**src/rtl/core/assert_macros.svh**
```systemverilog
// Concurrent assertion helpers for the RTL.
`ifndef ASSERT_MACROS_SVH
`define ASSERT_MACROS_SVH

// Checked on every rising clock edge, muted while reset is held.
`define ASSERT_CLK(label, clk, rst_n, prop, msg) \
    label: assert property (@(posedge clk) disable iff (!rst_n) prop) else $error(msg);

// Checked on every rising clock edge, reset included.
`define ASSERT_ALWAYS(label, clk, prop, msg) \
    label: assert property (@(posedge clk) prop) else $error(msg);

`endif

```
**src/rtl/core/ssmd_pkg.sv**
```systemverilog
package ssmd_pkg;

    localparam int REQ_W    = 2;
    localparam int IDX_W    = 2;
    localparam int CHAR_W   = 8;
    localparam int SCORE_W  = 7;
    localparam int EN_W     = 4;
    localparam int SEG_W    = 8;
    localparam int BRIGHT_W = 8;
    localparam int TICK_W   = 10;
    localparam int CFG_IDX_W  = 2;
    localparam int CFG_DATA_W = 10;

    localparam logic [SEG_W-1:0] SEG_DARK = 8'hFF;
    localparam logic [SEG_W-1:0] SEG_DASH = 8'hBF;

    localparam logic [BRIGHT_W-1:0] LEFT_BRIGHT_RST  = 8'd100;
    localparam logic [BRIGHT_W-1:0] RIGHT_BRIGHT_RST = 8'd100;
    localparam logic [TICK_W-1:0]   GAP_TICKS_RST    = 10'd500;

    typedef enum logic [REQ_W-1:0] {
        REQ_TICK  = 2'd0,
        REQ_CHAR  = 2'd1,
        REQ_LEFT  = 2'd2,
        REQ_RIGHT = 2'd3
    } t_req;

    typedef enum logic [CFG_IDX_W-1:0] {
        CFG_LEFT_BRIGHT  = 2'd0,
        CFG_RIGHT_BRIGHT = 2'd1,
        CFG_GAP_TICKS    = 2'd2
    } t_cfg_idx;

    localparam logic [SEG_W-1:0] NUM_CODES [10] = '{
        8'hC0, 8'hF9, 8'hA4, 8'hB0, 8'h99, 8'h92, 8'h82, 8'hF8, 8'h80, 8'h90
    };

    localparam logic [SEG_W-1:0] ALPHA_CODES [26] = '{
        8'h88, 8'h83, 8'hC6, 8'hA1, 8'h86, 8'h8E, 8'h90, 8'h89, 8'hCF, 8'h61,
        8'hBF, 8'hC7, 8'hBF, 8'hAB, 8'hA3, 8'h8C, 8'hBF, 8'hBF, 8'h92, 8'h87,
        8'hC1, 8'hBF, 8'hBF, 8'hBF, 8'h91, 8'hA2
    };

    function automatic logic [SEG_W-1:0] decode_char(input logic [CHAR_W-1:0] c);
        logic [SEG_W-1:0] code;
        if (c >= 8'h30 && c <= 8'h39) begin
            code = NUM_CODES[4'(c - 8'h30)];
        end else if (c >= 8'h41 && c <= 8'h5A) begin
            code = ALPHA_CODES[5'(c - 8'h41)];
        end else if (c == 8'h20) begin
            code = SEG_DARK;
        end else begin
            code = SEG_DASH;
        end
        return code;
    endfunction

    function automatic logic [SEG_W-1:0] decode_num(input logic [3:0] v);
        return (v < 4'd10) ? NUM_CODES[v] : SEG_DASH;
    endfunction

endpackage

```
**src/rtl/core/ssmd_if.sv**
```systemverilog
interface ssmd_in_if;
    logic                         valid;
    logic                         ready;
    logic [ssmd_pkg::REQ_W-1:0]   req_type;
    logic [ssmd_pkg::IDX_W-1:0]   digit_index;
    logic [ssmd_pkg::CHAR_W-1:0]  char_code;
    logic [ssmd_pkg::SCORE_W-1:0] score_value;

    modport source (output valid, req_type, digit_index, char_code, score_value,
                    input ready);
    modport sink   (input valid, req_type, digit_index, char_code, score_value,
                    output ready);
endinterface

interface ssmd_out_if;
    logic                       valid;
    logic                       ready;
    logic [ssmd_pkg::EN_W-1:0]  digit_enable;
    logic [ssmd_pkg::SEG_W-1:0] segments;

    modport source (output valid, digit_enable, segments, input ready);
    modport sink   (input valid, digit_enable, segments, output ready);
endinterface

interface ssmd_cfg_if;
    logic                            valid;
    logic                            ready;
    logic [ssmd_pkg::CFG_IDX_W-1:0]  index;
    logic [ssmd_pkg::CFG_DATA_W-1:0] data;

    modport source (output valid, index, data, input ready);
    modport sink   (input valid, index, data, output ready);
endinterface

```
**src/rtl/core/seven_segment_mux_display.sv**
```systemverilog
// Channel   Dir  Handshake      Payload
// i_in      in   valid/ready    req_type, digit_index, char_code, score_value
// o_out     out  valid/ready    digit_enable, segments
// i_cfg     in   valid/ready    index, data (always ready)
//
// One item per clock while i_in.ready is high: the scan step, including the skip over used-up and
// empty phases, is combinational and lands in the output register.
// A two-entry output stage (register plus skid) keeps i_in.ready high while
// one result waits; ready drops only when both entries are full.
// Synchronous active-low reset: blank digits, digit 0 lit phase, counter 0,
// brightness 100/100, gap 500.
`include "assert_macros.svh"

module seven_segment_mux_display #(
    parameter int DIGIT_COUNT = 4
) (
    input  logic        i_clk,
    input  logic        i_rst_n,
    ssmd_in_if.sink     i_in,
    ssmd_out_if.source  o_out,
    ssmd_cfg_if.sink    i_cfg
);

    localparam int PHASES = 2 * DIGIT_COUNT;
    localparam int PH_W   = $clog2(PHASES);
    localparam int POS_W  = PH_W - 1;
    localparam int SUM_W  = PH_W + 1;

    localparam int EN_W   = ssmd_pkg::EN_W;
    localparam int SEG_W  = ssmd_pkg::SEG_W;
    localparam int TICK_W = ssmd_pkg::TICK_W;

    localparam int SCORE_MUL_W = 8;

    // configuration
    logic [ssmd_pkg::BRIGHT_W-1:0] r_left_bright;
    logic [ssmd_pkg::BRIGHT_W-1:0] r_right_bright;
    logic [TICK_W-1:0]             r_gap_ticks;

    // scan state: phase = {digit position, gap flag}
    logic [PH_W-1:0]   r_phase,  n_phase;
    logic [TICK_W-1:0] r_ticks,  n_ticks;
    logic [SEG_W-1:0]  r_codes [DIGIT_COUNT];
    logic [SEG_W-1:0]  n_codes [DIGIT_COUNT];

    // output stage
    logic             r_out_valid;
    logic [EN_W-1:0]  r_out_en;
    logic [SEG_W-1:0] r_out_seg;
    logic             r_skid_valid;
    logic [EN_W-1:0]  r_skid_en;
    logic [SEG_W-1:0] r_skid_seg;

    logic             in_accept;
    logic             out_pop;
    logic [EN_W-1:0]  res_en;
    logic [SEG_W-1:0] res_seg;

    logic [TICK_W-1:0]          cur_len;
    logic                       exhausted;
    logic                       hit_found;
    logic [PH_W-1:0]            hit_phase;
    logic [2*SCORE_MUL_W-1:0]   score_prod;
    logic [3:0]                 tens;
    logic [ssmd_pkg::SCORE_W-1:0] units_full;
    logic [SEG_W-1:0]           tens_code;
    logic [SEG_W-1:0]           units_code;

    assign i_in.ready  = !r_skid_valid;
    assign i_cfg.ready = 1'b1;
    assign in_accept   = i_in.valid && i_in.ready;
    assign out_pop     = r_out_valid && o_out.ready;

    assign o_out.valid        = r_out_valid;
    assign o_out.digit_enable = r_out_en;
    assign o_out.segments     = r_out_seg;

    // length of the phase in force
    always_comb begin
        if (r_phase[0]) begin
            cur_len = r_gap_ticks;
        end else if (int'(r_phase[PH_W-1:1]) < 2) begin
            cur_len = TICK_W'(r_left_bright);
        end else begin
            cur_len = TICK_W'(r_right_bright);
        end
    end

    assign exhausted = (r_ticks >= cur_len);

    // first phase after the current one with a nonzero length
    always_comb begin
        logic [SUM_W-1:0] sum;
        logic [PH_W-1:0]  q;
        logic             zero_len;
        hit_found = 1'b0;
        hit_phase = r_phase;
        for (int k = PHASES; k >= 1; k--) begin
            sum = SUM_W'(r_phase) + SUM_W'(k);
            if (sum >= SUM_W'(PHASES)) begin
                sum = sum - SUM_W'(PHASES);
            end
            q = PH_W'(sum);
            if (q[0]) begin
                zero_len = (r_gap_ticks == '0);
            end else if (int'(q[PH_W-1:1]) < 2) begin
                zero_len = (r_left_bright == '0);
            end else begin
                zero_len = (r_right_bright == '0);
            end
            if (!zero_len) begin
                hit_found = 1'b1;
                hit_phase = q;
            end
        end
    end

    // split the score: multiply by reciprocal of ten, exact for 7-bit values
    assign score_prod = (2*SCORE_MUL_W)'(i_in.score_value) * (2*SCORE_MUL_W)'(205);
    assign tens       = 4'(score_prod >> 11);
    assign units_full = i_in.score_value
                        - ssmd_pkg::SCORE_W'(tens) * ssmd_pkg::SCORE_W'(10);
    assign tens_code  = ssmd_pkg::decode_num(tens);
    assign units_code = ssmd_pkg::decode_num(4'(units_full));

    always_comb begin
        logic dark;
        logic is_right;
        logic [POS_W-1:0] pos;
        n_phase  = r_phase;
        n_ticks  = r_ticks;
        n_codes  = r_codes;
        dark     = 1'b0;
        is_right = 1'b0;
        if (in_accept) begin
            unique case (ssmd_pkg::t_req'(i_in.req_type)) inside
                ssmd_pkg::REQ_TICK: begin
                    if (!exhausted) begin
                        n_ticks = r_ticks + 1'b1;
                    end else if (hit_found) begin
                        n_phase = hit_phase;
                        n_ticks = TICK_W'(1);
                    end else begin
                        // every phase empty: stay dark
                        n_ticks = '0;
                        dark    = 1'b1;
                    end
                end
                ssmd_pkg::REQ_CHAR: begin
                    if (int'(i_in.digit_index) < DIGIT_COUNT) begin
                        n_codes[POS_W'(i_in.digit_index)] =
                            ssmd_pkg::decode_char(i_in.char_code);
                    end
                end
                ssmd_pkg::REQ_LEFT, ssmd_pkg::REQ_RIGHT: begin
                    is_right = (ssmd_pkg::t_req'(i_in.req_type) == ssmd_pkg::REQ_RIGHT);
                    for (int i = 0; i < DIGIT_COUNT; i++) begin
                        if (i == (is_right ? 2 : 0)) begin
                            n_codes[i] = tens_code;
                        end
                        if (i == (is_right ? 3 : 1)) begin
                            n_codes[i] = units_code;
                        end
                    end
                end
            endcase
        end

        pos     = n_phase[PH_W-1:1];
        res_en  = '0;
        res_seg = ssmd_pkg::SEG_DARK;
        if (!dark && !n_phase[0]) begin
            for (int i = 0; i < EN_W; i++) begin
                res_en[i] = (int'(pos) == i);
            end
            res_seg = n_codes[pos];
        end
    end

    always_ff @(posedge i_clk) begin
        if (!i_rst_n) begin
            r_left_bright  <= ssmd_pkg::LEFT_BRIGHT_RST;
            r_right_bright <= ssmd_pkg::RIGHT_BRIGHT_RST;
            r_gap_ticks    <= ssmd_pkg::GAP_TICKS_RST;
        end else if (i_cfg.valid) begin
            unique case (i_cfg.index)
                ssmd_pkg::CFG_LEFT_BRIGHT:  r_left_bright  <= ssmd_pkg::BRIGHT_W'(i_cfg.data);
                ssmd_pkg::CFG_RIGHT_BRIGHT: r_right_bright <= ssmd_pkg::BRIGHT_W'(i_cfg.data);
                ssmd_pkg::CFG_GAP_TICKS:    r_gap_ticks    <= i_cfg.data;
                default: ;
            endcase
        end
    end

    always_ff @(posedge i_clk) begin
        if (!i_rst_n) begin
            r_phase <= '0;
            r_ticks <= '0;
            for (int i = 0; i < DIGIT_COUNT; i++) begin
                r_codes[i] <= ssmd_pkg::SEG_DARK;
            end
        end else begin
            r_phase <= n_phase;
            r_ticks <= n_ticks;
            r_codes <= n_codes;
        end
    end

    // output register with skid entry
    always_ff @(posedge i_clk) begin
        if (!i_rst_n) begin
            r_out_valid  <= 1'b0;
            r_skid_valid <= 1'b0;
        end else if (out_pop) begin
            if (r_skid_valid) begin
                r_out_valid  <= 1'b1;
                r_skid_valid <= 1'b0;
            end else begin
                r_out_valid <= in_accept;
            end
        end else if (in_accept) begin
            if (r_out_valid) begin
                r_skid_valid <= 1'b1;
            end else begin
                r_out_valid <= 1'b1;
            end
        end
    end

    always_ff @(posedge i_clk) begin
        if (out_pop && r_skid_valid) begin
            r_out_en  <= r_skid_en;
            r_out_seg <= r_skid_seg;
        end else if (in_accept && (out_pop || !r_out_valid)) begin
            r_out_en  <= res_en;
            r_out_seg <= res_seg;
        end
        if (in_accept && r_out_valid && !out_pop) begin
            r_skid_en  <= res_en;
            r_skid_seg <= res_seg;
        end
    end

    `ASSERT_CLK(a_skid_needs_out, i_clk, i_rst_n, r_skid_valid |-> r_out_valid,
        "skid entry holds an item while the output register is empty")
    `ASSERT_CLK(a_enable_onehot0, i_clk, i_rst_n, r_out_valid |-> $onehot0(r_out_en),
        "more than one digit enabled")
    `ASSERT_CLK(a_dark_segments, i_clk, i_rst_n,
        (r_out_valid && r_out_en == '0) |-> (r_out_seg == ssmd_pkg::SEG_DARK),
        "segments lit while no digit is enabled")
    `ASSERT_CLK(a_skid_drains, i_clk, i_rst_n,
        (r_out_valid && o_out.ready && r_skid_valid) |=> (r_out_valid && !r_skid_valid),
        "skid item lost on drain")
    `ASSERT_ALWAYS(a_phase_range, i_clk, int'(r_phase) < PHASES || !i_rst_n,
        "scan phase out of range")

endmodule

```
**src/flat_wrapper.sv**
```systemverilog
// flat-port wrapper written by rule: the top's interface ports become plain ports
module seven_segment_mux_display_flat 
#(
    parameter int DIGIT_COUNT = 4
)
  (i_clk, i_rst_n, i_in_valid, i_in_req_type, i_in_digit_index, i_in_char_code, i_in_score_value, i_in_ready, o_out_valid, o_out_digit_enable, o_out_segments, o_out_ready, i_cfg_valid, i_cfg_index, i_cfg_data, i_cfg_ready);
  ssmd_in_if i_in_i ();
  ssmd_out_if o_out_i ();
  ssmd_cfg_if i_cfg_i ();
  input  logic i_clk;
  input  logic i_rst_n;
  input wire logic [$bits(i_in_i.valid)-1:0] i_in_valid;
  input wire logic [$bits(i_in_i.req_type)-1:0] i_in_req_type;
  input wire logic [$bits(i_in_i.digit_index)-1:0] i_in_digit_index;
  input wire logic [$bits(i_in_i.char_code)-1:0] i_in_char_code;
  input wire logic [$bits(i_in_i.score_value)-1:0] i_in_score_value;
  output wire logic [$bits(i_in_i.ready)-1:0] i_in_ready;
  output wire logic [$bits(o_out_i.valid)-1:0] o_out_valid;
  output wire logic [$bits(o_out_i.digit_enable)-1:0] o_out_digit_enable;
  output wire logic [$bits(o_out_i.segments)-1:0] o_out_segments;
  input wire logic [$bits(o_out_i.ready)-1:0] o_out_ready;
  input wire logic [$bits(i_cfg_i.valid)-1:0] i_cfg_valid;
  input wire logic [$bits(i_cfg_i.index)-1:0] i_cfg_index;
  input wire logic [$bits(i_cfg_i.data)-1:0] i_cfg_data;
  output wire logic [$bits(i_cfg_i.ready)-1:0] i_cfg_ready;
  assign i_in_i.valid = i_in_valid;
  assign i_in_i.req_type = i_in_req_type;
  assign i_in_i.digit_index = i_in_digit_index;
  assign i_in_i.char_code = i_in_char_code;
  assign i_in_i.score_value = i_in_score_value;
  assign i_in_ready = i_in_i.ready;
  assign o_out_valid = o_out_i.valid;
  assign o_out_digit_enable = o_out_i.digit_enable;
  assign o_out_segments = o_out_i.segments;
  assign o_out_i.ready = o_out_ready;
  assign i_cfg_i.valid = i_cfg_valid;
  assign i_cfg_i.index = i_cfg_index;
  assign i_cfg_i.data = i_cfg_data;
  assign i_cfg_ready = i_cfg_i.ready;
  seven_segment_mux_display #(.DIGIT_COUNT(DIGIT_COUNT)) u_core (.i_clk(i_clk), .i_rst_n(i_rst_n), .i_in(i_in_i), .o_out(o_out_i), .i_cfg(i_cfg_i));
endmodule
```
**config.mk**
```make
export PLATFORM = sky130hd
export DESIGN_NAME = seven_segment_mux_display_flat
export DESIGN_NICKNAME = d
export VERILOG_FILES = /design/src/rtl/core/ssmd_pkg.sv /design/src/rtl/core/ssmd_if.sv /design/src/rtl/core/seven_segment_mux_display.sv /design/src/flat_wrapper.sv
export VERILOG_INCLUDE_DIRS = /design/src /design/src/rtl/core
export SDC_FILE = /design/constraint.sdc
export NUM_CORES = 1
export LEC_CHECK = 0
export BUFFER_PORTS_ARGS = -buffer_cell sky130_fd_sc_hd__buf_4
export CAP_MARGIN = 15
export CORE_ASPECT_RATIO = 1.5
export CORE_MARGIN = 5
export CORE_UTILIZATION = 67
export DETAILED_ROUTE_END_ITERATION = 16
export PLACE_DENSITY = 0.87
export REMOVE_ABC_BUFFERS = 1
export SYNTH_ARGS = -nofsm -noshare
export SYNTH_HDL_FRONTEND = slang
export SYNTH_SLANG_ARGS = --single-unit
```
**constraint.sdc**
```tcl
create_clock -name i_clk -period 13.4 [get_ports i_clk]
set_clock_uncertainty 0.15 [all_clocks]
set_input_delay 2.68 -clock i_clk [delete_from_list [all_inputs] [get_ports i_clk]]
set_output_delay 2.68 -clock i_clk [all_outputs]
set_load 0.02 [all_outputs]
```
==> results of run 1 <==
-- cell families (layout without fill, tap and decap cells) --
kind of cell	Yosys count	in the layout	synth area share [%]
DFF	97	97	27.7
buffers and inverters	98	117	5.07
and+or+nand+nor	373	373	23.4
other	1	1	0.0476
AOI/OAI and AO/OA	246	246	20.8
adders and majority gates	75	75	12.8
xor gates and xnor gates	22	22	2.54
muxes	56	56	7.68
-- through the flow --
step	instance area, µm²	std cells	hold WS (ps)	setup slack, ps	utilization [%]
after floorplan	7640	916	273	4850	-
after global placement	8250	1121	300	4330	71.5
after detailed placement	8250	1121	299	4120	71.5
after CTS	8530	1137	316	4480	74.0
after global routing	8530	1137	348	4060	74.0
final	8530	1137	317	4450	74.0
-- synth_stat cells (5+ instances only) --
library cell                 n
sky130_fd_sc_hd__nand2_1   125
sky130_fd_sc_hd__nor2_1     86
sky130_fd_sc_hd__dfxtp_1    73
sky130_fd_sc_hd__ha_1       66
sky130_fd_sc_hd__a21oi_1    63
sky130_fd_sc_hd__o21ai_0    51
sky130_fd_sc_hd__mux2i_1    48
sky130_fd_sc_hd__inv_1      44
sky130_fd_sc_hd__nand3_1    32
sky130_fd_sc_hd__clkbuf_1   31
sky130_fd_sc_hd__edfxtp_1   24
sky130_fd_sc_hd__nor3_1     23
sky130_fd_sc_hd__a31oi_1    14
sky130_fd_sc_hd__xor2_1     13
sky130_fd_sc_hd__nand2b_1   12
sky130_fd_sc_hd__nand4_1    12
sky130_fd_sc_hd__and3_1     11
sky130_fd_sc_hd__o22ai_1    11
sky130_fd_sc_hd__and2_1     10
sky130_fd_sc_hd__buf_2      10
sky130_fd_sc_hd__a211oi_1    9
sky130_fd_sc_hd__fa_1        9
sky130_fd_sc_hd__or3_1       9
sky130_fd_sc_hd__buf_1       8
sky130_fd_sc_hd__xnor2_1     8
sky130_fd_sc_hd__nor3b_1     7
sky130_fd_sc_hd__nor4_1      7
sky130_fd_sc_hd__o211ai_1    7
sky130_fd_sc_hd__o22a_1      7
sky130_fd_sc_hd__a21o_1      6
sky130_fd_sc_hd__a22oi_1     6
sky130_fd_sc_hd__nand3b_1    6
sky130_fd_sc_hd__o21ai_1     6
sky130_fd_sc_hd__a221oi_1    5
sky130_fd_sc_hd__a22o_1      5
sky130_fd_sc_hd__mux2_2      5
sky130_fd_sc_hd__nor2b_1     5
sky130_fd_sc_hd__o31ai_1     5
sky130_fd_sc_hd__or2_2       5
-- power by group --
group          internal (W)  switching, W  leakage [nW]
registers          0.000317    0.00000954         0.802
logic              0.000159      0.000269          2.52
clock network      0.000130      0.000124         0.143
-- cell type report --
cell class	instances	share of cell area, %
sequential	97	25.6
tap	150	2.20
clock buffer	9	2.64
clock inverter	7	0.704
timing repair buffer	55	4.84
multi-input combinational	773	62.0
inverter	46	2.02
-- flip-flops by register name, summed over array words and instances, names as in the netlist, 4 cells and up --
signal                     flops
u_core.r_skid_seg              8
u_core.o_out.segments          8
u_core.r_gap_ticks            10
u_core.o_out.digit_enable      4
u_core.r_codes                32
u_core.r_left_bright           8
u_core.r_ticks                10
u_core.r_right_bright          8
u_core.r_skid_en               4
-- worst min-delay path, stage by stage, from the launching register on --
cell and delay [ps]:
sky130_fd_sc_hd__dfxtp_1 310, sky130_fd_sc_hd__a21oi_1 70, sky130_fd_sc_hd__nand2_1 60
-- metal layers --
metal	global-route usage, %	vias to the layer above
met1	30.9	3552
li1	-	3576
met4	20.3	0
met2	57.3	348
met5	0	-
met3	4.64	119
-- worst min-delay path by stage --
stage,start,depth (start not counted),end
floorplan,u_core.r_codes[22],2,u_core.r_codes[22]
global placement,u_core.r_codes[22],2,u_core.r_codes[22]
detailed placement,u_core.r_codes[22],2,u_core.r_codes[22]
CTS,u_core.r_codes[22],2,u_core.r_codes[22]
global route,u_core.r_codes[22],2,u_core.r_codes[22]
finish,u_core.r_codes[22],2,u_core.r_codes[22]
==> parameters.txt, run 1 <==
Parameter                              Value

Outcome
  Outcome    complete, no violations

Timing
  Crit share post-route    66.8%
  Setup TNS    0 ps
  Final Hold Fails    0
  Count of pins over their slew limit    0
  Worst slew pin tran    1180 ps
  Fmax    112 MHz
  Fin crit period    8950 ps
  RSZ-0062 raised after global routing    no
  Max-Slew Margin vs Limit    20.6%
  Count of endpoints failing setup in the final report    0

Place
  RD Place Congestion    1.00
  Estimated wirelength of the detail-placed design    16400 µm
  Number of buffer cells added on primary ports    49

CTS
  CTS-repair resized insts    0
  Number of buffers added for setup after CTS    0
  Number of buffers between clock root and the deepest sink    2
  Clock latency of the later-clocked register in the worst-skew pair    350 ps
  Clock-pin slew reported for the worst setup and hold paths after clock tree synthesis    70 ps
  Number of hold buffers added after CTS    0
  Clk Tree Root Cell    sky130_fd_sc_hd__clkbuf_16
  Count of clock tree sinks    97
  TritonCTS buffer count    9
  Clock tree from TritonCTS    built
  H-tree depth reported by CTS    3

Min path
  Class of the most critical hold timing path    flop to flop

Layout
  Most common cell after layout, fill and taps aside    sky130_fd_sc_hd__nand2_1
  Final-layout fill cell count    902
  Fraction of layout instances using a drive strength above 1    10.5%
  Sequential cell area    2180 µm²
  Top library cells by usage in the layout, fill and taps aside    125 x sky130_fd_sc_hd__nand2_1, 86 x sky130_fd_sc_hd__nor2_1, 73 x sky130_fd_sc_hd__dfxtp_1
  P&R area growth vs syn    8.38%
  Net total in the final layout    1093
  Area occupied by multi-input gates    5290 µm²
  Antenna diode count    0

Floorplan
  Die width    98.5 µm
  Die extent in y    143 µm
  Starting density of the core    68.3%
  # rows    48
  Core Area    11500 µm²
  Top-level port count    51
  Die Area    14100 µm²

Worst setup path
  Start point of the critical path    i_in_score_value[4]
  Req. time, crit path    13300 ps
  Worst path bufs/invs    4
  Type of element launching the critical path    input pin
  Critical path, cell by cell    buf_4, ha_1, ha_1, fa_1, inv_1, fa_1, inv_1, ha_1, a21oi_1, a211oi_1, a211oi_1, xor2_1, inv_1, ha_1, fa_1, xor2_1, xnor2_1, xnor2_1, xor2_2, o21bai_1, a222oi_1, nand2_1, o311ai_0, nand3_1
  Largest stage delay, worst path    650 ps
  Startpoint-to-endpoint class of the critical path    input pin to flop
  Master of the slowest instance on the critical path    sky130_fd_sc_hd__xor2_2
  CP endpoint    u_core.r_skid_seg[4]
  Endpoint of the lowest-slack register-to-register path    u_core.r_skid_seg[4]
  CP arrival    8850 ps
  Worst r2r src    u_core.r_phase[0]
  Highest fanout seen on the critical path    17
  Reg-to-reg slack, setup    8690 ps
  Number of cells on the worst reg-to-reg path    12
  Number of cells on the critical path    24
  Nature of the critical path endpoint    flop
  Crit-path leading delay family    adder cells
  Critical Path Most Common Cell    sky130_fd_sc_hd__ha_1

Global route
  Remaining global-route overflow    0
  Overall Global Routing Usage    30.6%
  Via count of the first global-routing pass    7476
  Number of antenna violations at the first check in global routing    0
  Largest net degree at the start of global routing    43
  Wire length of the first global-routing pass    35300 µm

Routing
  Vias per Instance    6.68
  First DRT Iteration DRCs    538
  Average routed wire per standard cell    19.3 µm
  Wire length reported by the detailed router    22000 µm
  Amount of wire on met3 after detailed routing    1260 µm
  Vias after detailed routing    7595
  First-pass iteration count of the detailed router    7
  WL met2    11400 µm
  Count of antenna-violating nets left after detailed routing    0
  Post-route met1 wirelength    7880 µm
  Top metal layer carrying routed signals    met4
  Post-route DRC violation count    0

Power and ir drop
  VDD IR-drop max    0.102 mV
  Overall power consumption    0.00101 W
  Leakage power    3.46 nW
  Total power per unit cell area    118 nW/µm²

Yosys
  Share of synthesized flip-flops with an asynchronous set or reset    0%
  Share of the yosys chip area belonging to registers    27.7%
  Number of enable-type register cells in the synthesized netlist    24
  Cell count after synthesis    968
  Most area-hungry cell type in the Yosys netlist    sky130_fd_sc_hd__dfxtp_1
  Warning count from the yosys run    0
  Synthesized cell area    7870 µm²
  Unique masters post-synth    82
  Area share of the leading cell type in the synthesized netlist    18.6%
  Synth Register Bits    97
  Cells taking the most area after synthesis    sky130_fd_sc_hd__dfxtp_1 19%, sky130_fd_sc_hd__ha_1 10%, sky130_fd_sc_hd__edfxtp_1 9.2%, sky130_fd_sc_hd__mux2i_1 6.1%, sky130_fd_sc_hd__nand2_1 6.0%
  Most used DFF post-synth    sky130_fd_sc_hd__dfxtp_1
  Avg Cell Area, Syn    8.13 µm²

Flow run
  Max capacitance violation total    0
No activity file was read; power rests on OpenSTA's default activity.
==> run 2: changes to the inputs <==
Settings changed: CORE_UTILIZATION 67 to 56, PLACE_DENSITY 0.87 to 0.77.
Clock period 13.4 ns to 7.69 ns, I/O delays scaled along.
==> parameters.txt, run 2 (synthesized netlist as in run 1, its figures left out) <==
Parameter                              Value

Floorplan
  Core Area    13900 µm² (+21%)
  Top-level port count    51 (unchanged)
  Starting density of the core    56.5% (-12 points)
  Die width    107 µm (+8.4%)
  Die Area    16600 µm² (+18%)
  Die extent in y    155 µm (+8.7%)
  # rows    53 (+10%)

Worst setup path
  Master of the slowest instance on the critical path    sky130_fd_sc_hd__fa_1
  Startpoint-to-endpoint class of the critical path    input pin to flop
  Reg-to-reg slack, setup    3050 ps (-5640 ps)
  Number of cells on the worst reg-to-reg path    12 (unchanged)
  Critical Path Most Common Cell    sky130_fd_sc_hd__ha_1
  CP arrival    7170 ps (-1680 ps)
  Worst path bufs/invs    5 (+1)
  Endpoint of the lowest-slack register-to-register path    u_core.r_skid_seg[3]
  Largest stage delay, worst path    520 ps (-130 ps)
  Highest fanout seen on the critical path    10 (-7)
  Nature of the critical path endpoint    flop
  Worst r2r src    u_core.r_phase[0]
  Crit-path leading delay family    adder cells
  Type of element launching the critical path    input pin
  Req. time, crit path    7590 ps (-5710 ps)

Global route
  Via count of the first global-routing pass    7474 (-0.027%)
  Remaining global-route overflow    0 (unchanged)
  Largest net degree at the start of global routing    43 (unchanged)
  Number of antenna violations at the first check in global routing    0 (unchanged)
  Wire length of the first global-routing pass    36200 µm (+2.6%)
  Overall Global Routing Usage    26.8% (-3.8 points)

Layout
  Leading registers by flop count    u_core.r_codes: 32 flops, u_core.r_gap_ticks: 10 flops, u_core.r_ticks: 10 flops
  Antenna diode count    0 (unchanged)
  Number of flip-flops in the largest register    32 (unchanged)
  Share of the core filled with cells    61.7% (-12 points)
  Net total in the final layout    1098 (+0.46%)
  Most common cell after layout, fill and taps aside    sky130_fd_sc_hd__nand2_1
  Fraction of layout instances using a drive strength above 1    11.0% (+0.45 points)
  Register with the most flip-flops    u_core.r_codes
  P&R area growth vs syn    9.20%
  Top library cells by usage in the layout, fill and taps aside    125 x sky130_fd_sc_hd__nand2_1, 86 x sky130_fd_sc_hd__nor2_1, 73 x sky130_fd_sc_hd__dfxtp_1

Routing
  First-pass iteration count of the detailed router    6 (-1)
  First DRT Iteration DRCs    596 (+11%)
  Vias after detailed routing    7498 (-1.3%)
  Average routed wire per standard cell    19.0 µm (-1.8%)
  Post-route DRC violation count    0 (unchanged)
  Wire length reported by the detailed router    22000 µm (about the same)
  Count of antenna-violating nets left after detailed routing    0 (unchanged)
  Vias per Instance    6.48 (-3.0%)

CTS
  Clk Tree Root Cell    sky130_fd_sc_hd__clkbuf_16
  Number of buffers between clock root and the deepest sink    2 (unchanged)
  CTS-repair resized insts    0 (unchanged)
  Number of hold buffers added after CTS    0 (unchanged)
  Clock-pin slew reported for the worst setup and hold paths after clock tree synthesis    80 ps (about the same)
  Number of buffers added for setup after CTS    0 (unchanged)
  Count of clock tree sinks    97 (unchanged)
  Clock latency of the later-clocked register in the worst-skew pair    350 ps (about the same)
  H-tree depth reported by CTS    3 (unchanged)
  Clock tree from TritonCTS    built
  TritonCTS buffer count    9 (unchanged)

Power and ir drop
  Overall power consumption    0.00180 W (+78%)
  VDD IR-drop max    0.179 mV (+76%)
  Total power per unit cell area    209 nW/µm² (+77%)
  Leakage power    3.49 nW (+0.77%)

Place
  RD Place Congestion    0.982 (-1.8%)
  Number of buffer cells added on primary ports    49 (unchanged)
  Estimated wirelength of the detail-placed design    16800 µm (+2.2%)
  Minimum setup slack after placement    126 ps (-3990 ps)

Timing
  Count of pins over their slew limit    0 (unchanged)
  Fin crit period    7270 ps
  Fmax    138 MHz
  Count of endpoints failing setup in the final report    0 (unchanged)
  Worst slew pin tran    1090 ps (-81.3 ps)
  RSZ-0062 raised after global routing    no
  Max-Slew Margin vs Limit    26.8% (+6.2 points)
  Worst hold-check slack    336 ps (+19.1 ps)
  Setup TNS    0 ps (unchanged)
  Setup slack after layout    418 ps (-4030 ps)
  Crit share post-route    94.6%
  Final Hold Fails    0 (unchanged)

Min path
  HP Start    u_core.r_gap_ticks[3]
  Number of cells on the worst hold path    2 (unchanged)
  Class of the most critical hold timing path    flop to flop
  Hold EP    u_core.r_gap_ticks[3]

Outcome
  Outcome    complete, no violations

Flow run
  Max capacitance violation total    0 (unchanged)
[run 2: worst min-delay path, cell delays in order, from the launching register on]
cell and delay (ps):
sky130_fd_sc_hd__dfxtp_1 330, sky130_fd_sc_hd__nand2_1 60, sky130_fd_sc_hd__a21oi_1 50
[run 2: how the worst max path moves through the flow]
stage / from / end / slack, ps / cells past startpoint
3_3_place_gp: i_in_score_value[4] / u_core.o_out.segments[2] / 300 / 25
4_1_cts: i_in_score_value[4] / u_core.r_skid_seg[5] / 480 / 25
2_1_floorplan: i_in_score_value[4] / u_core.r_skid_seg[3] / 280 / 22
5_1_grt: i_in_score_value[4] / u_core.r_skid_seg[5] / 60 / 25
3_5_place_dp: i_in_score_value[4] / u_core.r_skid_seg[3] / 130 / 23
6_report: i_in_score_value[4] / u_core.r_skid_seg[5] / 420 / 25
[run 2: area by class of cell]
| cell class | count | area, µm² |
|---|---|---|
| sequential | 97 | 2180 |
| tap | 165 | 206 |
| clock inverter | 6 | 55.1 |
| fill | 1253 | 5330 |
| clock buffer | 10 | 239 |
| multi-input combinational | 773 | 5290 |
| inverter | 46 | 173 |
| timing repair buffer | 60 | 450 |
[run 2: report_power, final]
part,internal [W],switching [W]
logic,0.000304,0.000471
registers,0.000553,0.0000168
clock network,0.000236,0.000216
total,0.00109,0.000704
[run 2: routing by layer]
layer	global-route usage (%)	up-vias	wire (µm)
li1	-	3582	-
met1	28.6	3558	8210
met2	51.1	274	11800
met3	3.03	84	980
met4	13.3	0	1020
met5	0	-	0
[run 2: per-stage QoR]
step / instances / cell area, µm²
after floorplan: 916 / 7640
after global placement: 1141 / 8300
after detailed placement: 1141 / 8300
after CTS: 1157 / 8600
after global routing: 1157 / 8600
final: 1157 / 8600
